### src/sv/fpbcs_pkg.sv
package fpbcs_pkg;

    localparam int MAX_CELLS   = 8;
    localparam int INTERVAL_W  = 16;
    localparam int GAIN_W      = 7;
    localparam int PERIOD_W    = 13;
    localparam int CFG_DATA_W  = 7;

    localparam int NOM_MFM     = 2000;
    localparam int NOM_FM      = 4000;
    localparam int MIN_PCT     = 75;
    localparam int MAX_PCT     = 125;
    localparam int GAIN_RESET  = 5;

    localparam logic [PERIOD_W-1:0] MFM_NOM = PERIOD_W'(NOM_MFM);
    localparam logic [PERIOD_W-1:0] FM_NOM  = PERIOD_W'(NOM_FM);
    localparam logic [PERIOD_W-1:0] MFM_LO  = PERIOD_W'(NOM_MFM * MIN_PCT / 100);
    localparam logic [PERIOD_W-1:0] MFM_HI  = PERIOD_W'(NOM_MFM * MAX_PCT / 100);
    localparam logic [PERIOD_W-1:0] FM_LO   = PERIOD_W'(NOM_FM * MIN_PCT / 100);
    localparam logic [PERIOD_W-1:0] FM_HI   = PERIOD_W'(NOM_FM * MAX_PCT / 100);
    localparam int PERIOD_MAX = NOM_FM * MAX_PCT / 100;

    // cell index, running count*period, rounding threshold (2k+1)*period
    localparam int K_W    = $clog2(MAX_CELLS + 1);
    localparam int ACC_W  = $clog2(MAX_CELLS * PERIOD_MAX + 1);
    localparam int THR_W  = $clog2((2 * MAX_CELLS + 1) * PERIOD_MAX + 1);
    localparam int CMP_W  = (THR_W > INTERVAL_W + 1) ? THR_W : INTERVAL_W + 1;
    localparam int ERR_W  = (ACC_W > INTERVAL_W) ? ACC_W : INTERVAL_W;
    localparam int PROD_W = ERR_W + GAIN_W;

    // |err*gain| saturates at 2^SAT_W: the quotient then already exceeds
    // the whole period window, so the clamp gives the same period.
    localparam int SAT_W      = 19;
    localparam int DIV_SHIFT  = SAT_W + 7;
    localparam int RECIP      = ((2 ** DIV_SHIFT) + 99) / 100;
    localparam int RECIP_W    = $clog2(RECIP + 1);
    localparam int RPROD_W    = SAT_W + RECIP_W;
    localparam int Q_W        = RPROD_W - DIV_SHIFT;
    localparam int NEXT_W     = PERIOD_W + 2;

    localparam logic [0:0] CFG_FM_MODE = 1'b0;
    localparam logic [0:0] CFG_GAIN    = 1'b1;

    typedef enum logic [4:0] {
        S_IDLE = 5'b00001,
        S_EMIT = 5'b00010,
        S_MUL1 = 5'b00100,
        S_MUL2 = 5'b01000,
        S_UPD  = 5'b10000
    } t_state;

    typedef struct packed {
        logic load;
        logic emit;
        logic mul1;
        logic mul2;
        logic upd;
    } t_dp_cmd;

    typedef struct packed {
        logic out_free;
        logic last;
    } t_dp_sts;

endpackage

### src/sv/fpbcs_dp.sv
module fpbcs_dp (
    input  logic                                i_clk,
    input  logic                                i_rst_n,
    input  logic                                i_cfg_we,
    input  logic [0:0]                          i_cfg_index,
    input  logic [fpbcs_pkg::CFG_DATA_W-1:0]    i_cfg_data,
    input  logic [fpbcs_pkg::INTERVAL_W-1:0]    i_interval_ns,
    input  logic                                i_stall,
    input  fpbcs_pkg::t_dp_cmd                  i_cmd,
    output fpbcs_pkg::t_dp_sts                  o_sts,
    output logic                                o_valid,
    output logic                                o_cell_bit,
    output logic                                o_last_cell
);

    logic                               r_fm_mode;
    logic [fpbcs_pkg::GAIN_W-1:0]       r_gain;
    logic [fpbcs_pkg::PERIOD_W-1:0]     r_period, n_period;
    logic [fpbcs_pkg::INTERVAL_W-1:0]   r_interval;
    logic [fpbcs_pkg::K_W-1:0]          r_k;
    logic [fpbcs_pkg::ACC_W-1:0]        r_acc;
    logic [fpbcs_pkg::CMP_W-1:0]        r_thr;
    logic                               r_first;
    logic                               r_neg;
    logic [fpbcs_pkg::PROD_W-1:0]       r_prod;
    logic [fpbcs_pkg::RPROD_W-1:0]      r_rprod;
    logic                               r_out_valid;
    logic                               r_out_bit;
    logic                               r_out_last;

    logic [fpbcs_pkg::PERIOD_W-1:0]     lo, hi;
    logic                               last;
    logic [fpbcs_pkg::ERR_W-1:0]        err_i, err_a, err_mag;
    logic                               err_neg;
    logic [fpbcs_pkg::SAT_W-1:0]        sat;
    logic [fpbcs_pkg::Q_W-1:0]          q;
    logic signed [fpbcs_pkg::NEXT_W-1:0] next_s, lo_s, hi_s;

    assign lo = r_fm_mode ? fpbcs_pkg::FM_LO : fpbcs_pkg::MFM_LO;
    assign hi = r_fm_mode ? fpbcs_pkg::FM_HI : fpbcs_pkg::MFM_HI;

    assign last = (r_k == fpbcs_pkg::K_W'(fpbcs_pkg::MAX_CELLS))
               || (fpbcs_pkg::CMP_W'({r_interval, 1'b0}) < r_thr);

    assign o_sts.out_free = !r_out_valid || !i_stall;
    assign o_sts.last     = last;

    assign err_i   = fpbcs_pkg::ERR_W'(r_interval);
    assign err_a   = fpbcs_pkg::ERR_W'(r_acc);
    assign err_neg = err_a > err_i;
    assign err_mag = err_neg ? (err_a - err_i) : (err_i - err_a);

    assign sat = (r_prod >= fpbcs_pkg::PROD_W'(2 ** fpbcs_pkg::SAT_W))
               ? {fpbcs_pkg::SAT_W{1'b1}} : r_prod[fpbcs_pkg::SAT_W-1:0];

    assign q      = r_rprod[fpbcs_pkg::DIV_SHIFT +: fpbcs_pkg::Q_W];
    assign lo_s   = $signed({2'b00, lo});
    assign hi_s   = $signed({2'b00, hi});

    always_comb begin
        if (r_neg) begin
            next_s = $signed({2'b00, r_period})
                   - $signed(fpbcs_pkg::NEXT_W'(q));
        end else begin
            next_s = $signed({2'b00, r_period})
                   + $signed(fpbcs_pkg::NEXT_W'(q));
        end
        if (next_s < lo_s) begin
            n_period = lo;
        end else if (next_s > hi_s) begin
            n_period = hi;
        end else begin
            n_period = next_s[fpbcs_pkg::PERIOD_W-1:0];
        end
    end

    always_ff @(posedge i_clk) begin
        if (!i_rst_n) begin
            r_fm_mode <= 1'b0;
            r_gain    <= fpbcs_pkg::GAIN_W'(fpbcs_pkg::GAIN_RESET);
            r_period  <= fpbcs_pkg::MFM_NOM;
        end else if (i_cfg_we) begin
            case (i_cfg_index)
                fpbcs_pkg::CFG_FM_MODE: begin
                    r_fm_mode <= i_cfg_data[0];
                    r_period  <= i_cfg_data[0] ? fpbcs_pkg::FM_NOM : fpbcs_pkg::MFM_NOM;
                end
                fpbcs_pkg::CFG_GAIN: begin
                    r_gain <= i_cfg_data[fpbcs_pkg::GAIN_W-1:0];
                end
                default: begin
                end
            endcase
        end else if (i_cmd.upd) begin
            r_period <= n_period;
        end
    end

    always_ff @(posedge i_clk) begin
        if (i_cmd.load) begin
            r_interval <= i_interval_ns;
            r_k        <= fpbcs_pkg::K_W'(1);
            r_acc      <= fpbcs_pkg::ACC_W'(r_period);
            r_thr      <= fpbcs_pkg::CMP_W'(r_period)
                        + fpbcs_pkg::CMP_W'({r_period, 1'b0});
            r_first    <= 1'b1;
        end else if (i_cmd.emit && !last) begin
            r_k     <= r_k + fpbcs_pkg::K_W'(1);
            r_acc   <= r_acc + fpbcs_pkg::ACC_W'(r_period);
            r_thr   <= r_thr + fpbcs_pkg::CMP_W'({r_period, 1'b0});
            r_first <= 1'b0;
        end
        if (i_cmd.mul1) begin
            r_neg  <= err_neg;
            r_prod <= fpbcs_pkg::PROD_W'(err_mag) * fpbcs_pkg::PROD_W'(r_gain);
        end
        if (i_cmd.mul2) begin
            r_rprod <= fpbcs_pkg::RPROD_W'(sat)
                     * fpbcs_pkg::RPROD_W'(fpbcs_pkg::RECIP);
        end
    end

    always_ff @(posedge i_clk) begin
        if (!i_rst_n) begin
            r_out_valid <= 1'b0;
        end else if (i_cmd.emit) begin
            r_out_valid <= 1'b1;
        end else if (!i_stall) begin
            r_out_valid <= 1'b0;
        end
    end

    always_ff @(posedge i_clk) begin
        if (i_cmd.emit) begin
            r_out_bit  <= r_first;
            r_out_last <= last;
        end
    end

    assign o_valid     = r_out_valid;
    assign o_cell_bit  = r_out_bit;
    assign o_last_cell = r_out_last;

endmodule

### src/sv/fpbcs_ctrl.sv
module fpbcs_ctrl (
    input  logic                i_clk,
    input  logic                i_rst_n,
    input  logic                i_valid,
    input  fpbcs_pkg::t_dp_sts  i_sts,
    output fpbcs_pkg::t_dp_cmd  o_cmd,
    output logic                o_stall
);

    fpbcs_pkg::t_state r_state, n_state;

    always_comb begin
        n_state    = r_state;
        o_cmd      = '0;
        o_stall    = 1'b1;
        case (r_state)
            fpbcs_pkg::S_IDLE: begin
                o_stall    = 1'b0;
                o_cmd.load = i_valid;
                if (i_valid) begin
                    n_state = fpbcs_pkg::S_EMIT;
                end
            end
            fpbcs_pkg::S_EMIT: begin
                o_cmd.emit = i_sts.out_free;
                if (i_sts.out_free && i_sts.last) begin
                    n_state = fpbcs_pkg::S_MUL1;
                end
            end
            fpbcs_pkg::S_MUL1: begin
                o_cmd.mul1 = 1'b1;
                n_state    = fpbcs_pkg::S_MUL2;
            end
            fpbcs_pkg::S_MUL2: begin
                o_cmd.mul2 = 1'b1;
                n_state    = fpbcs_pkg::S_UPD;
            end
            fpbcs_pkg::S_UPD: begin
                o_cmd.upd = 1'b1;
                n_state   = fpbcs_pkg::S_IDLE;
            end
            default: begin
                n_state = fpbcs_pkg::S_IDLE;
            end
        endcase
    end

    always_ff @(posedge i_clk) begin
        if (!i_rst_n) begin
            r_state <= fpbcs_pkg::S_IDLE;
        end else begin
            r_state <= n_state;
        end
    end

    a_cmd_onehot: assert property (@(posedge i_clk) disable iff (!i_rst_n)
        $onehot0(o_cmd))
        else $error("more than one datapath command");

    a_emit_free: assert property (@(posedge i_clk) disable iff (!i_rst_n)
        o_cmd.emit |-> i_sts.out_free)
        else $error("cell emitted into a full output register");

    a_load_emit: assert property (@(posedge i_clk) disable iff (!i_rst_n)
        o_cmd.load |=> (r_state == fpbcs_pkg::S_EMIT))
        else $error("accepted transaction did not start emission");

    a_upd_seq: assert property (@(posedge i_clk) disable iff (!i_rst_n)
        o_cmd.upd |-> $past(o_cmd.mul2))
        else $error("period update without reciprocal multiply");

endmodule

### src/sv/flux_pll_bit_cell_separator.sv
// Flux-interval bit-cell separator. Each accepted transaction carries one
// flux interval in ns; the block returns round(interval / cell period),
// clamped to 1..MAX_CELLS, cells: a 1 cell first, then zeros, the final one
// flagged by o_last_cell. The cell period then moves by gain_percent of the
// timing error and stays within 75%..125% of nominal (2000 ns MFM, 4000 ns
// FM); writing fm_mode reloads it to nominal. An accepted interval is
// emitted cell by cell, then the two-multiplier period update runs through
// the states MUL1, MUL2 and UPD. Cells go out one per cycle through an
// output register while i_stall does not hold it; the input is stalled
// until the update is done.
module flux_pll_bit_cell_separator (
    input  logic                                i_clk,
    input  logic                                i_rst_n,
    input  logic                                i_cfg_we,
    input  logic [0:0]                          i_cfg_index,
    input  logic [fpbcs_pkg::CFG_DATA_W-1:0]    i_cfg_data,
    input  logic                                i_valid,
    output logic                                o_stall,
    input  logic [fpbcs_pkg::INTERVAL_W-1:0]    i_interval_ns,
    output logic                                o_valid,
    input  logic                                i_stall,
    output logic                                o_cell_bit,
    output logic                                o_last_cell
);

    fpbcs_pkg::t_dp_cmd cmd;
    fpbcs_pkg::t_dp_sts sts;

    fpbcs_ctrl u_ctrl (
        .i_clk   (i_clk),
        .i_rst_n (i_rst_n),
        .i_valid (i_valid),
        .i_sts   (sts),
        .o_cmd   (cmd),
        .o_stall (o_stall)
    );

    fpbcs_dp u_dp (
        .i_clk         (i_clk),
        .i_rst_n       (i_rst_n),
        .i_cfg_we      (i_cfg_we),
        .i_cfg_index   (i_cfg_index),
        .i_cfg_data    (i_cfg_data),
        .i_interval_ns (i_interval_ns),
        .i_stall       (i_stall),
        .i_cmd         (cmd),
        .o_sts         (sts),
        .o_valid       (o_valid),
        .o_cell_bit    (o_cell_bit),
        .o_last_cell   (o_last_cell)
    );

endmodule

### config.mk
export PLATFORM = sky130hd
export DESIGN_NAME = flux_pll_bit_cell_separator
export DESIGN_NICKNAME = d
export VERILOG_FILES = /design/src/sv/fpbcs_pkg.sv /design/src/sv/fpbcs_dp.sv /design/src/sv/fpbcs_ctrl.sv /design/src/sv/flux_pll_bit_cell_separator.sv
export SDC_FILE = /design/constraint.sdc
export NUM_CORES = 1
export LEC_CHECK = 0
export BUFFER_PORTS_ARGS = -buffer_cell sky130_fd_sc_hd__buf_4
export CORE_UTILIZATION = 66
export CTS_CLUSTER_SIZE = 25
export DETAILED_ROUTE_END_ITERATION = 10
export PLACE_DENSITY = 0.84
export SLEW_MARGIN = 20
export SYNTH_ARGS = -nofsm -noshare
export SYNTH_HDL_FRONTEND = slang
export SYNTH_SLANG_ARGS = --single-unit
### constraint.sdc
create_clock -name i_clk -period 8.31 [get_ports i_clk]
set_input_delay 0.4155 -clock i_clk [delete_from_list [all_inputs] [get_ports i_clk]]
set_output_delay 0.4155 -clock i_clk [all_outputs]
set_load 0.05 [all_outputs]
==> qor.yml <==
global_routing:
  grt_usage: 0.314
  grt-ovfl-total: 0
  grt_pass1_wl_um: 70900
  grt_max_degree: 38
  antenna_found_initial: 0
  grt_pass1_vias: 14641
sta:
  setup_slack_ns: 0.396
  period_minus_slack_ns: 7.91
  setup-violations-final: 0
  hold_viol: 0
  drv_slew: 0
  slew_headroom: 0.291
  clock.fmax_mhz: 126
  fin_worst_skew_ns: 0.0158
  min_period_over_period: 0.952
  holdWs_ns: 0.147
  tightest_slew_ns: 1.06
critical_path:
  worstPathRequired_ns: 8.48
  cpPeakStageDelay_ns: 0.53
  path_max_fanout: 14
  cp_slowest_cell: "fa_1"
  endpoint_kind: "flip-flop"
  arrival_ns: 8.08
  worstSetupPathType: "reg2reg"
  critical_path.top_delay_family: "adder cells"
  start_kind: "flip-flop"
  cp_num_buf_inv: 6
floorplanning:
  core_area_um2: 27800
  dieHeight_um: 170
  die-area_um2: 28900
  die_x_um: 170
  start_util: 0.670
  design.portCount: 33
  rows: 61
logic_synthesis:
  yosysTopAreaCellShare: 0.219
  syn-mean-instance-area_um2: 9.28
  synthArstFlopShare: 0
  synth_seq_area_share: 0.175
  post_synth_main_area_contributors: "ha_1, fa_1, edfxtp_1"
  synth_edf_count: 85
  ys_types: 77
  yosysTopAreaCell: "ha_1"
  synthCells: 2005
  ys.flop_type: "edfxtp_1"
  synth-seq-cells: 120
  syn-num-nets: 2562
  synthesis.area_um2: 18600
  ys.warnings.count: 0
power_and_ir_drop:
  power_mw: 3.76
  p_per_area_nw_per_um2: 189
  max-vdd-ir-drop_mv: 0.296
  p_leak_nw: 10.0
placed_design:
  portBuffers: 32
  place_ws_ns: 0.289
  dp.cells: 2392
  gp_congestion: 0.950
  dp.final_hpwl_um: 34400
run:
  maxCapViolCount: 0
finish:
  final_cell_mix: "inv_1, ha_1, fa_1"
  fillers: 1997
  syn2layout_area_growth_pct: 6.95
  layout.nets: 2590
  layout_commonest_cell: "inv_1"
  final_util: 0.716
  drive_above_1_share: 0.0494
  multi_input_area_um2: 13600
  ff_latch_area_um2: 3250
  final_cells: 2425
routing:
  drtPass1Iterations: 7
  viasPerCell: 5.79
  drtAntennaViolNets: 0
  wirelength_um: 42800
  num_vias: 14044
  wl_per_cell_um: 17.7
  first_iter_violations: 999
  drc: 0
run_status:
  status: "finished, final reports clean"
clock_tree:
  clkSlewWorstSetupHoldPaths_ns: 0.07
  root_buffer: "clkbuf_16"
  htree_levels: 4
  cts_buffer_depth: 2
  clkLatencyLatePin_ns: 0.44
  cts_tree: "yes"
  cts_buffers: 17
  cts_setup_buffers: 0
  cts_num_sinks: 120
worst_hold_path:
  min_path_type: "in2reg"
through the flow:
step	TNS [ns]	instance area, um^2
final	0	19900
after global routing	-0.0301	19900
after CTS	0	19800
after detailed placement	0	19300
after global placement	0	19300
after floorplan	0	18600
flip-flops by register name, indices dropped and copies added (netlist names):
name	count
u_ctrl.r_state	5
u_dp.err_a	16
u_dp.err_i	16
u_dp.o_cell_bit	1
u_dp.o_last_cell	1
u_dp.o_valid	1
u_dp.r_first	1
u_dp.r_fm_mode	1
u_dp.r_gain	7
u_dp.r_k	4
u_dp.r_neg	1
u_dp.r_period	13
u_dp.r_prod	23
u_dp.r_rprod	13
u_dp.r_thr	17
what timing repair did:
action	4_1_cts	5_1_grt
hold buffers	0	0
setup endpoints to repair	0	6
gates resized for setup	0	7
per-layer routing:
layer | GRT usage | part of all wire | vias up
met5 | 0 | 0 | -
met4 | 0.132 | 0.036 | 0
met3 | 0.0509 | 0.061 | 121
met2 | 0.550 | 0.50 | 489
met1 | 0.384 | 0.40 | 6802
li1 | - | - | 6632
worst paths after layout:
kind / start / end / slack (ns) / cells past startpoint
hold / removal: i_interval_ns[12] / u_dp.err_i[12] / 0.15 / 1
setup reg to reg: u_dp.err_a[0] / u_dp.r_prod[20] / 0.40 / 29
hold reg to reg: u_dp.r_first / u_dp.o_cell_bit / 0.44 / 0
setup / recovery: u_dp.err_a[0] / u_dp.r_prod[20] / 0.40 / 29
worst reg2reg max path, delay by kind of cell, from the launching register on:
kind,cells,cell delay (ns)
adder cells (fa/ha/maj),7,2.88
AO/OA/AOI/OAI,11,2.78
XOR/XNOR,2,0.56
buffers and inverters,6,0.48
flip-flops,1,0.42
multiplexers,1,0.31
AND/OR/NAND/NOR,2,0.22
power by group:
group / internal [mW] / switching, mW / leakage, nW
clock network: 0.425 / 0.331 / 0.290
registers: 0.795 / 0.0461 / 1.07
logic: 0.899 / 1.27 / 8.64
logic make-up after synthesis:
| family | synth area share |
|---|---|
| xor+xnor | 0.0419 |
| fa+ha+maj | 0.437 |
| mux | 0.0106 |
| simple gates | 0.124 |
| flops | 0.175 |
| compound gates | 0.115 |
| buf+inv | 0.0960 |
cell usage after synthesis (3+ instances only):
library cell	n
o31ai_1	12
ha_1	325
nor3_1	29
a311oi_1	3
a41oi_1	3
inv_1	438
or2_2	4
a21o_1	24
a211oi_1	14
xor2_1	33
nand4_1	7
nor4_1	3
nor3b_1	4
o21ai_1	7
or4_1	3
nor2_1	104
nand2b_1	35
or3_1	11
o21ai_0	58
and2_1	56
mux2i_1	13
a31oi_1	7
nand3_1	34
o21a_1	12
a21oi_1	104
nand3b_1	6
dfxtp_1	35
a21boi_0	15
o211ai_1	10
a221oi_1	6
nor2b_1	49
and4_1	3
o22ai_1	3
clkbuf_1	26
edfxtp_1	85
fa_1	203
nand2_1	88
buf_2	5
a211o_1	3
o221ai_1	3
xnor2_1	56
and3_1	9
mux2_2	5
o21bai_1	12
layout make-up:
type | instances | area share
diodes | 1 | 0.000126
repair buffers | 42 | 0.0158
multi-input cells | 1413 | 0.685
inverters | 439 | 0.0828
well taps | 378 | 0.0238
clock buffers | 17 | 0.0214
clock inverters | 15 | 0.00786
flip-flops and latches | 120 | 0.164
No activity file was read; power rests on OpenSTA's default activity.
